===== src/rtl/core/msq_pkg.sv =====
// Shared constants, codes and types for the melody note sequencer.
`timescale 1ns / 1ps

package msq_pkg;

  localparam int SONG_BYTES = 1024;
  localparam int SA_W       = $clog2(SONG_BYTES);

  localparam logic [7:0]  END_MARK      = 8'hFF;
  localparam logic [15:0] GAP_MS        = 16'd5;
  localparam logic [15:0] PROGRESS_SPAN = 16'd120;
  localparam logic [15:0] BEAT_RESET    = 16'd125;
  localparam logic [7:0]  PROG_FULL     = 8'd255;

  localparam logic [2:0] OP_LOAD   = 3'd0;
  localparam logic [2:0] OP_START  = 3'd1;
  localparam logic [2:0] OP_PAUSE  = 3'd2;
  localparam logic [2:0] OP_RESUME = 3'd3;
  localparam logic [2:0] OP_TICK   = 3'd4;

  localparam int DIV_W      = 16;
  localparam int DIV_STEPS  = 2;
  localparam int DIV_CYCLES = DIV_W / DIV_STEPS;
  localparam int DIV_CNT_W  = $clog2(DIV_CYCLES + 1);

  typedef enum logic [1:0] {
    PH_IDLE  = 2'd0,
    PH_SOUND = 2'd1,
    PH_GAP   = 2'd2
  } phase_t;

endpackage


===== src/rtl/core/msq_div.sv =====
// Iterative restoring divider for the progress value, two quotient bits per cycle.
`timescale 1ns / 1ps

module msq_div
  import msq_pkg::*;
(
  input  logic             clk,
  input  logic             rst_n,
  input  logic             start,
  input  logic [DIV_W-1:0] dividend,
  input  logic [DIV_W-1:0] divisor,
  output logic             done,
  output logic [DIV_W-1:0] quotient
);

  logic [DIV_CNT_W-1:0] cnt_r, cnt_nxt;
  logic                 done_r, done_nxt;
  logic [DIV_W-1:0]     rem_r, rem_nxt;
  logic [DIV_W-1:0]     quo_r, quo_nxt;
  logic [DIV_W-1:0]     div_r, div_nxt;
  logic [DIV_W-1:0]     rem_v, quo_v;
  logic [DIV_W:0]       trial;

  always_comb begin
    rem_v = rem_r;
    quo_v = quo_r;
    trial = '0;
    for (int i = 0; i < DIV_STEPS; i++) begin
      trial = {rem_v, quo_v[DIV_W-1]};
      if (trial >= {1'b0, div_r}) begin
        rem_v = DIV_W'(trial - {1'b0, div_r});
        quo_v = {quo_v[DIV_W-2:0], 1'b1};
      end else begin
        rem_v = trial[DIV_W-1:0];
        quo_v = {quo_v[DIV_W-2:0], 1'b0};
      end
    end
  end

  always_comb begin
    cnt_nxt  = cnt_r;
    done_nxt = 1'b0;
    rem_nxt  = rem_r;
    quo_nxt  = quo_r;
    div_nxt  = div_r;
    if (start) begin
      cnt_nxt = DIV_CNT_W'(DIV_CYCLES);
      rem_nxt = '0;
      quo_nxt = dividend;
      div_nxt = divisor;
    end else if (cnt_r != '0) begin
      cnt_nxt  = cnt_r - DIV_CNT_W'(1);
      rem_nxt  = rem_v;
      quo_nxt  = quo_v;
      done_nxt = (cnt_r == DIV_CNT_W'(1));
    end
  end

  always_ff @(posedge clk) begin
    if (!rst_n) begin
      cnt_r  <= '0;
      done_r <= 1'b0;
    end else begin
      cnt_r  <= cnt_nxt;
      done_r <= done_nxt;
    end
    rem_r <= rem_nxt;
    quo_r <= quo_nxt;
    div_r <= div_nxt;
  end

  assign done     = done_r;
  assign quotient = quo_r;

endmodule


===== config.mk =====
export PLATFORM = sky130hd
export DESIGN_NAME = msq_div
export DESIGN_NICKNAME = d
export VERILOG_FILES = /design/src/rtl/core/msq_pkg.sv /design/src/rtl/core/msq_div.sv
export SDC_FILE = /design/constraint.sdc
export NUM_CORES = 1
export LEC_CHECK = 0
export ABC_AREA = 1
export BUFFER_PORTS_ARGS = -buffer_cell sky130_fd_sc_hd__buf_2
export CORE_AREA = 2 2 97 99
export DETAILED_ROUTE_END_ITERATION = 7
export DIE_AREA = 0 0 99 101
export PLACE_DENSITY = 0.69
export SLEW_MARGIN = 10
export SYNTH_ARGS = -nofsm -noshare
export SYNTH_HDL_FRONTEND = slang
export SYNTH_SLANG_ARGS = --single-unit

===== constraint.sdc =====
create_clock -name clk -period 4.5 [get_ports clk]
set_input_delay 0.675 -clock clk [delete_from_list [all_inputs] [get_ports clk]]
set_output_delay 0.675 -clock clk [all_outputs]
set_load 0.02 [all_outputs]

==> flow_summary.toml, run 1 <==
[final_layout]
drive_gt1_share_pct = 17.1
final_cell_mix = "nand2_1 (216), inv_1 (95), buf_2 (51), nand3_1 (47), ha_1 (34)"
area_growth_pct = 9.84
nets = 742
antenna_cells = 0
final_area_um2 = 4840
final_common_cell = "nand2_1"
utilization_pct = 54.0

[timing]
max_freq_mhz = 249
drv_slew = 0
rsz0062_at_grt = "no"
post-route-min-period_ns = 4.02
max_slew.worst_pin.slew_ns = 0.965
clock_skew_ns = 0.00740
period_share_pct = 89.4
slew_headroom_pct = 35.6
tns_ns = 0
setup_viol = 0
hold_violations = 0

[route]
final_antenna_net_count = 0
drc_errors = 0
wl_per_cell_um = 14.0
drt_pass1_iterations = 5
drt_iter0_drc = 223
wirelength_mm = 10.9
viasPerCell = 5.16
via_count = 4043

[worst_setup_path]
end_kind = "register"
slowest_delay_ns = 0.37
path_cells = "inv_1, ha_1, a21oi_1, o21a_1, nand2_1, nor2_4, nand2_4, or2_2, nand2_1, inv_1, ha_1, a21oi_1, nor2_1, a211oi_1, nand2_1, nand2_2, nand3_4, nand2_1, nand3_1, nand2_1, inv_1"
worstReg2RegEnd = "rem_r[11]"
critPathTopFamily = "simple AND/OR/NAND/NOR gates"
critical_path_cell_count = 21
path_max_fanout = 18
critPathSlowestCell = "edfxtp_1"
crit_end = "rem_r[11]"
reg2reg_depth = 21
r2r_start = "div_r[14]"
crit_required_ns = 4.71
crit_top_cell = "nand2_1"
timing.critical_path.buf_inv = 3
crit_start = "div_r[14]"
path_class = "register to register"
arrival_ns = 4.23
start_kind = "register"
rrSetupSlack_ns = 0.48

[clock_tree]
clockBufferDepth = 2
cts_resized = 0
clock_sinks = 53
postCtsSetupBuffers = 0
cts_tree = "built"
clock-root-buffer = "clkbuf_8"
path_clk_slew_ns = 0.09
cts_hold_buf = 0
numCtsBuffers = 5
clk_latency_ns = 0.31
h-tree-depth = 2

[floorplanning]
dieHeight_um = 101
coreArea_um2 = 8980
fp.dieW_um = 99
boundaryPins = 52
die-area_um2 = 10000
num_rows = 35
start_util_pct = 49.1

[synth]
syn_area_um2 = 4410
yosys.area.top_type_share_pct = 21.8
yosysSeqAreaShare_pct = 31.3
postSynthCellCount = 624
synth-edff-count = 32
async_reset_ff_share_pct = 0
syn-num-nets = 695
synth.distinct_cells = 42
synth_flop_cell = "edfxtp_1"
syn_area_per_cell_um2 = 7.07
synth_top_area_cell = "edfxtp_1"
yosys_warnings = 0
synth.ff_latch_count = 53
yosys-top-cells-area = "edfxtp_1 (22%), nand2_1 (18%), ha_1 (9.6%), dfxtp_1 (9.5%), inv_1 (8.1%)"

[power]
vdd_drop_max_mv = 0.394
pwr-share-comb_pct = 71.9
p_per_area_nw_per_um2 = 736
swShare_pct = 53.7
p_leak_uw = 0.00266
p_clk_share_pct = 8.3
seq_power_share_pct = 19.9
p_int_uw = 1650
power.switching_uw = 1910

[grt]
grt_pass1_wl_mm = 18.2
grt_pass1_vias = 3964
overflow = 0
grt_max_degree = 37
grt_usage_pct = 22.5
antenna_found_initial = 0

[placement]
gp_congestion = 0.958
place_area_um2 = 4740
portBuffers = 51
dp_hpwl_mm = 8.66

[flow_run]
drv_cap = 0

[hold_path]
hp-class = "register to register"

[run_status]
status = "finished clean"
## worst register-to-register path, delay by kind of cell (launching register included)
kind / cells / cell delay, ns
AOI/OAI and AO/OA: 4 / 0.88
DFF: 1 / 0.37
and+or+nand+nor: 12 / 1.83
buffers and inverters: 3 / 0.23
adders and majority gates: 2 / 0.63
## logic make-up after synthesis
family                     count (synthesis)  synth area share (%)
adders and majority gates                 36                  10.6
xor gates and xnor gates                  17                  3.38
buffers and inverters                    117                  10.6
AOI/OAI and AO/OA                         65                  8.09
DFF                                       53                  31.3
and+or+nand+nor                          336                  36.1
## worst min-delay path by stage
stage | startpoint | endpoint | cells past startpoint
global route | cnt_r[2] | done | 1
detailed placement | cnt_r[2] | done | 1
CTS | cnt_r[2] | done | 1
floorplan | cnt_r[2] | done | 1
finish | cnt_r[2] | done | 1
global placement | cnt_r[2] | done | 1
## layer usage
metal	wire length [µm]	global-route usage, %	up-vias
li1	-	-	2079
met1	5140	29.5	1803
met2	4990	38.8	140
met3	522	2.50	21
met4	283	7.69	0
met5	0	0	-
## registers in the layout (all words and copies together), names as in the netlist
signal,count
cnt_r,4
div_r,16
done,1
quotient,16
rem_r,16
## layout make-up
class / instances / area [µm²]
Timing Repair Buffer: 53 / 270
Multi-Input combinational cell: 454 / 2560
Fill cell: 859 / 4130
Sequential cell: 53 / 1380
Inverter: 104 / 390
Tap cell: 111 / 139
Clock buffer: 7 / 96.3
Clock inverter: 1 / 5.00
## power by group through the flow
stage               Sequential (µW)  Combinational, µW  Clock [µW]
finish                          708               2560         295
global route                    720               2860         317
detailed placement              716               2500           0
CTS                             707               2520         301
global placement                713               2470           0
floorplan                       735               2000           0
## synth_stat cells, types with 3 or more instances
cell type	number
a21oi_1	30
clkbuf_1	7
dfxtp_1	21
edfxtp_1	32
ha_1	34
inv_1	95
inv_2	9
nand2_1	216
nand2_2	7
nand3_1	47
nand3_2	12
nand3b_1	3
nand4_1	5
nor2_1	18
nor2_4	6
nor4_1	4
o21ai_0	26
or2_2	6
xor2_1	15
## per-stage QoR
stage                     worst slack [ns]  hold slack [ns]  cells  power (µW)
after CTS                            0.556            0.432    783        3530
after floorplan                       1.00            0.397    624        2730
after global placement               0.603            0.416    775        3180
after global routing                 0.106            0.446    783        3890
after detailed placement             0.580            0.420    775        3210
final                                0.479            0.431    783        3560
Power figures use the tool's default switching activity.
==> run 2, diff against run 1 <==
clock period = 4.93 ns   (was 4.5 ns; I/O delays follow)
==> run 2 against run 1 <==
  * Count of clock-buffer cells in the layout is the same
  * Worst setup slack better by 0.18 ns
  * Global-route usage is 0.24 points higher
  * Die area unchanged
  * Largest cell class unchanged
==> flow_summary.toml, run 2 (synthesized netlist as in run 1, its figures left out) <==
[clock_tree]
path_clk_slew_ns = 0.10
cts_hold_buf = 0
cts_resized = 0
numCtsBuffers = 5
clk_latency_ns = 0.31
postCtsSetupBuffers = 0
clock-root-buffer = "clkbuf_8"
clock_sinks = 53
h-tree-depth = 2
cts_tree = "built"
clockBufferDepth = 2

[run_status]
status = "finished clean"

[floorplanning]
die-area_um2 = 10000
fp.dieW_um = 99
boundaryPins = 52
coreArea_um2 = 8980
start_util_pct = 49.1
num_rows = 35
dieHeight_um = 101

[timing]
setup_viol = 0
period_share_pct = 86.7
max_slew.worst_pin.slew_ns = 0.931
hold_violations = 0
hold_slack_ns = 0.435
post-route-min-period_ns = 4.27
slew_headroom_pct = 37.9
drv_slew = 0
rsz0062_at_grt = "no"
tns_ns = 0
clock_skew_ns = 0.00864
max_freq_mhz = 234

[worst_setup_path]
arrival_ns = 4.49
slowest_delay_ns = 0.41
crit_required_ns = 5.14
path_class = "register to register"
end_kind = "register"
path_max_fanout = 18
critPathSlowestCell = "a21oi_4"
path_cells = "inv_1, ha_1, nand2_2, nor2_2, nand2_1, nand3_1, nand2_1, nand2_2, a21oi_4, nand2_1, nand2_1, ha_1, a21oi_1, o21ai_0, a21oi_1, nand2_1, nand2_1, nand2_1, nand2_2, nand3_4, nand2_1, nand3_1, nand2_1, inv_1"
critPathTopFamily = "simple AND/OR/NAND/NOR gates"
start_kind = "register"
crit_top_cell = "nand2_1"
timing.critical_path.buf_inv = 2

[placement]
gp_congestion = 0.940
dp_hpwl_mm = 8.76
place_area_um2 = 4740
portBuffers = 51

[grt]
overflow = 0
grt_pass1_vias = 3854
grt_max_degree = 37
grt_pass1_wl_mm = 18.3
antenna_found_initial = 0
grt_usage_pct = 22.8

[final_layout]
area_growth_pct = 9.28
final_common_cell = "nand2_1"
drive_gt1_share_pct = 16.7
nets = 741
final_area_um2 = 4820
antenna_cells = 0
final_cell_mix = "nand2_1 (216), inv_1 (95), buf_2 (51), nand3_1 (47), ha_1 (34)"

[route]
drt_pass1_iterations = 5
drt_iter0_drc = 353
wirelength_mm = 10.9
drc_errors = 0
wl_per_cell_um = 13.9
viasPerCell = 5.15
via_count = 4029
final_antenna_net_count = 0

[flow_run]
drv_cap = 0

[power]
total_power_uw = 3200
vdd_drop_max_mv = 0.245
p_leak_uw = 0.00264
p_per_area_nw_per_um2 = 665

[hold_path]
hp-class = "register to register"
## run 2: changes by cell type in the layout (fill, tap and decap cells not counted), sizes merged
| cell | change |
|---|---|
| clkinvlp | +1 |
| buf | -1 |
| clkinv | -1 |
## run 2: through the flow
| step | setup WS [ns] | cells | util [%] |
|---|---|---|---|
| floorplan | 1.43 | 624 | - |
| global placement | 0.730 | 774 | 52.8 |
| detailed placement | 0.742 | 774 | 52.8 |
| CTS | 0.708 | 782 | 53.7 |
| global route | 0.192 | 782 | 53.7 |
| finish | 0.655 | 782 | 53.7 |
## run 2: power by group
group,internal (µW),total [µW],switching [µW]
Sequential,577,644,67.7
Combinational,793,2310,1520
Clock,101,245,144
## run 2: area by class of cell
| type | instances | area [µm²] |
|---|---|---|
| fillers | 872 | 4160 |
| multi-input cells | 454 | 2560 |
| clock buffers | 7 | 76.3 |
| repair buffers | 52 | 263 |
| well taps | 111 | 139 |
| inverters | 104 | 390 |
| clock inverters | 1 | 7.51 |
| flip-flops and latches | 53 | 1380 |
## run 2: worst paths after layout
path         cells past startpoint   endpoint  slack (ns)  startpoint
max                             24  rem_r[10]        0.66    div_r[1]
min                              1       done        0.43    cnt_r[2]
max reg2reg                     24  rem_r[10]        0.66    div_r[1]
min reg2reg                      1       done        0.43    cnt_r[2]
## run 2: metal layers
| metal | vias to the layer above | global-route usage (%) | share of wire [%] |
|---|---|---|---|
| met4 | 0 | 7.59 | 2.8 |
| li1 | 2079 | - | - |
| met3 | 22 | 2.36 | 5.6 |
| met1 | 1804 | 32.3 | 47 |
| met5 | - | 0 | 0 |
| met2 | 124 | 36.5 | 44 |
